`src/stphs_pkg.sv`:
```
// ----------------------------------------------------------------------------
// stphs_pkg
// Types, constants and the coil table of the half-step stepper driver.
// ----------------------------------------------------------------------------
package stphs_pkg;

	localparam int REVS_AVERAGED = 3;
	localparam int HALF_STEPS    = 8;
	localparam int IDX_W         = $clog2(HALF_STEPS);
	localparam int PHASE_W       = $clog2(REVS_AVERAGED + 1);
	localparam int REM_W         = (REVS_AVERAGED > 1) ? $clog2(REVS_AVERAGED) : 1;
	localparam int COUNT_W       = 20;
	localparam int SPR_W         = 16;
	localparam int EIGHTHS_W     = 16;
	localparam int PROD_W        = EIGHTHS_W + SPR_W;
	localparam int STEPS_W       = PROD_W - IDX_W;
	localparam int COIL_W        = 4;
	localparam int IN_DATA_W     = 24;
	localparam int OUT_DATA_W    = 32;

	typedef enum logic [1:0] {
		ACT_TICK  = 2'd0,
		ACT_CALIB = 2'd1,
		ACT_RUN   = 2'd2,
		ACT_NONE  = 2'd3
	} action_t;

	typedef enum logic [1:0] {
		ST_OK    = 2'd0,
		ST_UNCAL = 2'd1,
		ST_BUSY  = 2'd2
	} status_t;

	typedef enum logic [1:0] {
		MODE_IDLE  = 2'd0,
		MODE_CALIB = 2'd1,
		MODE_RUN   = 2'd2
	} mode_t;

	// clockwise half-step sequence, bit0 coil A to bit3 coil D
	function automatic logic [COIL_W-1:0] coil_lookup(input logic [IDX_W-1:0] idx);
		logic [COIL_W-1:0] pat;
		case (idx)
			3'd0:    pat = 4'h1;
			3'd1:    pat = 4'h3;
			3'd2:    pat = 4'h2;
			3'd3:    pat = 4'h6;
			3'd4:    pat = 4'h4;
			3'd5:    pat = 4'hC;
			3'd6:    pat = 4'h8;
			3'd7:    pat = 4'h9;
			default: pat = 4'h0;
		endcase
		return pat;
	endfunction

endpackage

```
`src/stepper_half_step_calibrating_driver.sv`:
```
// ----------------------------------------------------------------------------
// stepper_half_step_calibrating_driver
// Half-step sequencer for a four-coil stepper with opto-sensor calibration.
// The input register holds each accepted word; the result register then
// holds its result. Throughput: one word per cycle while m_tready holds;
// while a result waits, input is taken only if the input register is empty.
// The run length multiply is a single 16x16 product in the input stage.
// Reset: arst_n clears all control and motor state; no clearing pass.
// ----------------------------------------------------------------------------
module stepper_half_step_calibrating_driver (
	input  logic                               clk,
	input  logic                               arst_n,
	input  logic                               s_tvalid,
	output logic                               s_tready,
	// sensor_level[0], run_eighths[16:1], zero fill
	input  logic [stphs_pkg::IN_DATA_W-1:0]    s_tdata,
	// action[1:0]
	input  logic [1:0]                         s_tuser,
	output logic                               m_tvalid,
	input  logic                               m_tready,
	// coil_pattern[3:0], coil_update[4], busy_res[5], calibrated[6],
	// steps_per_rev_out[22:7], status[24:23], zero fill
	output logic [stphs_pkg::OUT_DATA_W-1:0]   m_tdata
);

	localparam int IW = stphs_pkg::IDX_W;
	localparam int PW = stphs_pkg::PHASE_W;
	localparam int RW = stphs_pkg::REM_W;
	localparam int CW = stphs_pkg::COUNT_W;
	localparam int SW = stphs_pkg::SPR_W;
	localparam int EW = stphs_pkg::EIGHTHS_W;
	localparam int LW = stphs_pkg::STEPS_W;
	localparam int KW = stphs_pkg::COIL_W;

	// input stage
	logic                   valid_s1;
	stphs_pkg::action_t     act_s1;
	logic                   sensor_s1;
	logic [EW-1:0]          eighths_s1;

	// result stage
	logic                   out_valid_q;
	logic [KW-1:0]          pattern_q;
	logic                   update_q;
	logic                   busy_q;
	logic                   cal_out_q;
	logic [SW-1:0]          spr_out_q;
	stphs_pkg::status_t     status_q;

	// block state
	stphs_pkg::mode_t       mode_q, mode_d;
	logic [IW-1:0]          idx_q, idx_d;
	logic [PW-1:0]          phase_q, phase_d;
	logic                   last_q, last_d;
	logic                   cur_q, cur_d;
	logic [CW-1:0]          count_q, count_d;
	logic [CW-1:0]          quot_q, quot_d;
	logic [RW-1:0]          rem_q, rem_d;
	logic [SW-1:0]          spr_q, spr_d;
	logic                   cal_q, cal_d;
	logic [LW-1:0]          left_q, left_d;

	logic                   advance;
	logic [KW-1:0]          pattern_d;
	logic                   update_d;
	stphs_pkg::status_t     status_d;
	logic [stphs_pkg::PROD_W-1:0] prod;
	logic [LW-1:0]          run_steps;
	logic [LW-1:0]          left_dec;

	assign advance  = !out_valid_q || m_tready;
	assign s_tready = !valid_s1 || advance;

	assign prod      = {{SW{1'b0}}, eighths_s1} * {{EW{1'b0}}, spr_q};
	assign run_steps = prod[stphs_pkg::PROD_W-1:IW];
	assign left_dec  = left_q - LW'(left_q != '0);

	always_ff @(posedge clk or negedge arst_n) begin
		if (!arst_n) begin
			valid_s1 <= 1'b0;
		end else if (s_tready) begin
			valid_s1 <= s_tvalid;
		end
	end

	always_ff @(posedge clk) begin
		if (s_tvalid && s_tready) begin
			act_s1     <= stphs_pkg::action_t'(s_tuser);
			sensor_s1  <= s_tdata[0];
			eighths_s1 <= s_tdata[EW:1];
		end
	end

	always_comb begin
		mode_d    = mode_q;
		idx_d     = idx_q;
		phase_d   = phase_q;
		last_d    = last_q;
		cur_d     = cur_q;
		count_d   = count_q;
		quot_d    = quot_q;
		rem_d     = rem_q;
		spr_d     = spr_q;
		cal_d     = cal_q;
		left_d    = left_q;
		pattern_d = '0;
		update_d  = 1'b0;
		status_d  = stphs_pkg::ST_OK;
		case (act_s1)
			stphs_pkg::ACT_CALIB, stphs_pkg::ACT_RUN: begin
				if (mode_q != stphs_pkg::MODE_IDLE) begin
					status_d = stphs_pkg::ST_BUSY;
				end else if (act_s1 == stphs_pkg::ACT_CALIB) begin
					mode_d  = stphs_pkg::MODE_CALIB;
					last_d  = 1'b0;
					cur_d   = sensor_s1;
					phase_d = '0;
					count_d = '0;
					quot_d  = '0;
					rem_d   = '0;
				end else if (spr_q == '0) begin
					status_d = stphs_pkg::ST_UNCAL;
				end else begin
					left_d = run_steps;
					if (run_steps != '0) begin
						mode_d = stphs_pkg::MODE_RUN;
					end
				end
			end
			stphs_pkg::ACT_TICK: begin
				if (mode_q == stphs_pkg::MODE_CALIB) begin
					last_d = cur_q;
					cur_d  = sensor_s1;
					if (last_q && !cur_q) begin
						if (phase_q >= PW'(stphs_pkg::REVS_AVERAGED)) begin
							spr_d  = (quot_q[CW-1:SW] != '0) ? {SW{1'b1}} : quot_q[SW-1:0];
							cal_d  = 1'b1;
							mode_d = stphs_pkg::MODE_IDLE;
						end else begin
							phase_d = phase_q + PW'(1);
						end
					end else begin
						pattern_d = stphs_pkg::coil_lookup(idx_q);
						update_d  = 1'b1;
						idx_d     = idx_q + IW'(1);
						if (phase_q != '0 && count_q != {CW{1'b1}}) begin
							count_d = count_q + CW'(1);
							// running quotient of the count by the averaging factor
							if (rem_q == RW'(stphs_pkg::REVS_AVERAGED - 1)) begin
								rem_d  = '0;
								quot_d = quot_q + CW'(1);
							end else begin
								rem_d = rem_q + RW'(1);
							end
						end
					end
				end else if (mode_q == stphs_pkg::MODE_RUN) begin
					pattern_d = stphs_pkg::coil_lookup(idx_q);
					update_d  = 1'b1;
					idx_d     = idx_q + IW'(1);
					left_d    = left_dec;
					if (left_dec == '0) begin
						mode_d = stphs_pkg::MODE_IDLE;
					end
				end
			end
			default: begin
			end
		endcase
	end

	always_ff @(posedge clk or negedge arst_n) begin
		if (!arst_n) begin
			mode_q  <= stphs_pkg::MODE_IDLE;
			idx_q   <= '0;
			phase_q <= '0;
			last_q  <= 1'b0;
			cur_q   <= 1'b0;
			count_q <= '0;
			quot_q  <= '0;
			rem_q   <= '0;
			spr_q   <= '0;
			cal_q   <= 1'b0;
			left_q  <= '0;
		end else if (valid_s1 && advance) begin
			mode_q  <= mode_d;
			idx_q   <= idx_d;
			phase_q <= phase_d;
			last_q  <= last_d;
			cur_q   <= cur_d;
			count_q <= count_d;
			quot_q  <= quot_d;
			rem_q   <= rem_d;
			spr_q   <= spr_d;
			cal_q   <= cal_d;
			left_q  <= left_d;
		end
	end

	always_ff @(posedge clk or negedge arst_n) begin
		if (!arst_n) begin
			out_valid_q <= 1'b0;
		end else if (advance) begin
			out_valid_q <= valid_s1;
		end
	end

	always_ff @(posedge clk) begin
		if (valid_s1 && advance) begin
			pattern_q <= pattern_d;
			update_q  <= update_d;
			busy_q    <= (mode_d != stphs_pkg::MODE_IDLE);
			cal_out_q <= cal_d;
			spr_out_q <= spr_d;
			status_q  <= status_d;
		end
	end

	assign m_tvalid = out_valid_q;
	assign m_tdata  = {7'd0, status_q, spr_out_q, cal_out_q, busy_q, update_q, pattern_q};

	// no coil drive unless a step is taken
	a_no_drive_idle: assert property (@(posedge clk) disable iff (!arst_n)
		out_valid_q && !update_q |-> pattern_q == '0)
		else $error("coil pattern without step");

	// a busy refusal leaves the block busy
	a_busy_refusal: assert property (@(posedge clk) disable iff (!arst_n)
		out_valid_q && status_q == stphs_pkg::ST_BUSY |-> busy_q)
		else $error("busy refusal while idle");

	// a run always has steps left
	a_run_left: assert property (@(posedge clk) disable iff (!arst_n)
		mode_q == stphs_pkg::MODE_RUN |-> left_q != '0)
		else $error("run with no steps left");

	// remainder stays below the averaging factor
	a_rem_range: assert property (@(posedge clk) disable iff (!arst_n)
		rem_q <= RW'(stphs_pkg::REVS_AVERAGED - 1))
		else $error("remainder out of range");

	// result register holds while stalled
	a_out_hold: assert property (@(posedge clk) disable iff (!arst_n)
		out_valid_q && !m_tready |=> out_valid_q && $stable(status_q) && $stable(spr_out_q))
		else $error("result changed while stalled");

endmodule
```
`config.mk`:
```
export PLATFORM = sky130hd
export DESIGN_NAME = stepper_half_step_calibrating_driver
export DESIGN_NICKNAME = d
export VERILOG_FILES = /design/src/stphs_pkg.sv /design/src/stepper_half_step_calibrating_driver.sv
export SDC_FILE = /design/constraint.sdc
export NUM_CORES = 1
export LEC_CHECK = 0
export BUFFER_PORTS_ARGS = -buffer_cell sky130_fd_sc_hd__buf_4
export CAP_MARGIN = 5
export CORE_AREA = 2 2 174 142
export DETAILED_ROUTE_END_ITERATION = 16
export DIE_AREA = 0 0 176 144
export HOLD_SLACK_MARGIN = 0.12
export PLACE_DENSITY = 0.9
export SLEW_MARGIN = 20
export SYNTH_ARGS = -nofsm -noshare
export SYNTH_HDL_FRONTEND = slang
export SYNTH_SLANG_ARGS = --single-unit
```
`constraint.sdc`:
```
create_clock -name clk -period 20.4 [get_ports clk]
set_input_delay 2.04 -clock clk [delete_from_list [all_inputs] [get_ports clk]]
set_output_delay 2.04 -clock clk [all_outputs]
set_load 0.01 [all_outputs]
```
==> results.cfg <==
[grt]
grt_overflow = 0
grt_pass1_vias = 13500
antenna_found_initial = 0
grt_max_degree = 63
grt_util_all_layers_pct = 32.7
grt_pass1_wl_um = 65600

[floorplan]
ios = 64
core_sq_um = 23800
die_height_um = 144
die_x_um = 176
die_area_sq_um = 25300
rows = 51
initial_utilization_pct = 67.1

[sta]
fin_ws_ns = 12.70
max_freq_mhz = 130
fin_setup_tns_ns = 0
fin_skew_ns = 0.0267
final_hold_viol_count = 0
fin_crit_sh_pct = 37.7
worst_slew_pin_slew_ns = 0.997
rsz0062_at_grt = no
relSlewSlack_pct = 33.4
min_period_ns = 7.70
finalMaxSlewViolations = 0
setup_viol = 0

[cts]
cts_inserted_buffers = 17
cts_resized = 0
post_cts_buffers = 0
clock-sinks = 143
postCtsHoldBufs = 0
cts_tree = yes
cts-root-buf = clkbuf_16
clock_path_buffers = 2
clk_latency_ns = 0.46
clk_pin_slew_worst_paths_ns = 0.09
ctsHtreeMaxLevel = 4

[worst_setup_path]
worst_r2r_endpoint = busy_q
critPathKind = reg -> reg
crit_required_ns = 20.56
r2r.worst_path.cells = 20
path_max_fanout = 19
r2r_slack_ns = 12.70
crit_path_max_incr_delay_ns = 0.88
rr_startpoint = spr_q[6]
arrival_ns = 7.86
cp_slowest_cell = dfrtp_1
start_kind = flip-flop
end_kind = flip-flop
path_cells = nand2_1, fa_1, inv_1, fa_1, inv_1, fa_1, fa_1, fa_1, inv_1, fa_1, ha_1, a21oi_1, o21ai_0, a221oi_1, o21a_1, xnor2_1, nor4b_1, nand4_1, o41ai_1, nand2_1
cp_common_cell = fa_1

[logic_synthesis]
synth_area_sq_um = 16000
synth-edff-count = 44
netlist_instances = 1795
yosysSeqAreaShare_pct = 23.8
synthFlopType = dfrtp_1
yosysWarnings = 0
async_reset_ff_share_pct = 69.2
yosys.area.top_type_share_pct = 24.3
synth.largest_area_cell = fa_1
synth.distinct_cells = 81
synth_area_leaders = fa_1 (24%), dfrtp_1 (16%), ha_1 (8.9%), edfxtp_1 (8.3%), nand2_1 (6.3%)
syn_area_per_cell_sq_um = 8.89
ys_seq_elements = 143

[drt]
ant_nets = 0
via_count = 13200
wire_per_inst_um = 18.7
drcViolationCount = 0
dr.pass1.iters = 6
post_drt_via_cell_ratio = 6.29
drtIter0Drc = 1255
routed_wl_um = 39200

[placement]
port_buffers = 49
place_area_sq_um = 16300
hpwl_um = 28100
gp_congestion = 0.928
dp_slack_ns = 12.98

[final_layout]
area_growth_pct = 6.03
area.sequential_sq_um = 3800
nNetsFinal = 2100
layout-drive-gt1-share_pct = 6.37
multiInputGateArea_sq_um = 11000
fillers = 1650
stdcell_area_sq_um = 16900
diodes = 0
final_common_cell = nand2_1
final_cell_mix = nand2_1 (266), inv_1 (202), fa_1 (194)

[hold_path]
hold_path.class = reg -> reg
hold-path-endpoint = cal_q
hp-start = cal_q
min_path_cells = 1

[pwr]
power.density_nw_per_um2 = 51.7
power_leakage_nw = 7.28
p_int_mw = 0.574
switching_share_pct = 34.4
clockPowerShare_pct = 37.6
p_sw_mw = 0.301
seqPwrFrac_pct = 43.0
peakVddDrop_v = 0.0000693
power_frac_comb_pct = 19.4

[outcome]
run_status = finished, final reports clean

[run]
drv_cap = 0
-- power by group through the flow --
| stage | Clock, mW | Combinational [mW] | Sequential (mW) |
|---|---|---|---|
| finish | 0.329 | 0.170 | 0.377 |
| global placement | 0 | 0.157 | 0.377 |
| global route | 0.341 | 0.189 | 0.380 |
| detailed placement | 0 | 0.165 | 0.379 |
| floorplan | 0 | 0.136 | 0.354 |
| CTS | 0.327 | 0.168 | 0.375 |
-- Yosys cell counts (10+ instances only) --
cell type / number
nand2_1: 266
inv_1: 202
fa_1: 194
nor2_1: 136
ha_1: 114
dfrtp_1: 99
and2_1: 96
o21ai_0: 93
clkbuf_1: 92
a21oi_1: 69
nand3_1: 47
edfxtp_1: 44
xor2_1: 34
nor3_1: 30
nand4_1: 29
xnor2_1: 21
nor4_1: 20
a211oi_1: 14
and3_1: 13
a21o_1: 12
nand2b_1: 12
buf_4: 10
or3_1: 10
-- state kept, by name (all words and copies together), names as in the netlist, 3 cells and up --
signal,cells
left_q,29
count_q,20
quot_q,20
eighths_s1,16
spr_out_q,16
spr_q,16
pattern_q,4
idx_q,3
-- critical path: cells and delay by family, from the launching register on --
| kind | cells | cell delay, ns |
|---|---|---|
| adders and majority gates | 7 | 3.53 |
| AOI/OAI and AO/OA | 5 | 1.84 |
| DFF | 1 | 0.88 |
| and+or+nand+nor | 4 | 0.86 |
| buffers and inverters | 3 | 0.17 |
| xor gates and xnor gates | 1 | 0.11 |
-- worst max path at each step --
stage               startpoint     end  slack [ns]  cells past startpoint
finish                spr_q[6]  busy_q       12.70                     20
global route          spr_q[6]  busy_q       12.42                     20
CTS                   spr_q[6]  busy_q       12.86                     20
detailed placement    spr_q[6]  busy_q       12.98                     20
global placement      spr_q[6]  busy_q       13.11                     20
floorplan             spr_q[6]  busy_q       13.63                     23
-- through the flow --
stage / std cells / hold slack, ns / util (%) / power, mW
3_3_place_gp: 2061 / 0.441 / 68.6 / 0.534
6_report: 2093 / 0.479 / 71.1 / 0.875
4_1_cts: 2093 / 0.480 / 71.1 / 0.870
3_5_place_dp: 2061 / 0.457 / 68.6 / 0.544
5_1_grt: 2093 / 0.492 / 71.1 / 0.911
2_1_floorplan: 1801 / 0.426 / - / 0.491
-- cell families after synthesis --
logic type / Yosys count / share of synthesized area [%]
AND/OR/NAND/NOR: 704 / 21.3
buffers and inverters: 315 / 7.79
adder cells (fa/ha/maj): 308 / 33.3
AO/OA/AOI/OAI: 266 / 10.6
flip-flops: 143 / 23.8
XOR/XNOR: 55 / 3.02
multiplexers: 3 / 0.196
other: 1 / 0.0235
-- final cells by class --
class	count	area share, %
multi-input cells	1343	64.8
flip-flops and latches	143	22.4
repair buffers	54	2.39
clock inverters	15	1.01
well taps	318	2.35
inverters	203	4.50
clock buffers	17	2.51
-- per-layer routing --
metal / routed length (um) / vias up / global-route usage, %
li1: - / 5825 / -
met2: 18800 / 724 / 53.5
met1: 15300 / 6477 / 42.7
met3: 3760 / 133 / 7.05
met5: 0 / - / 0
met4: 1360 / 0 / 14.1
(Power assumes the default switching activity.)
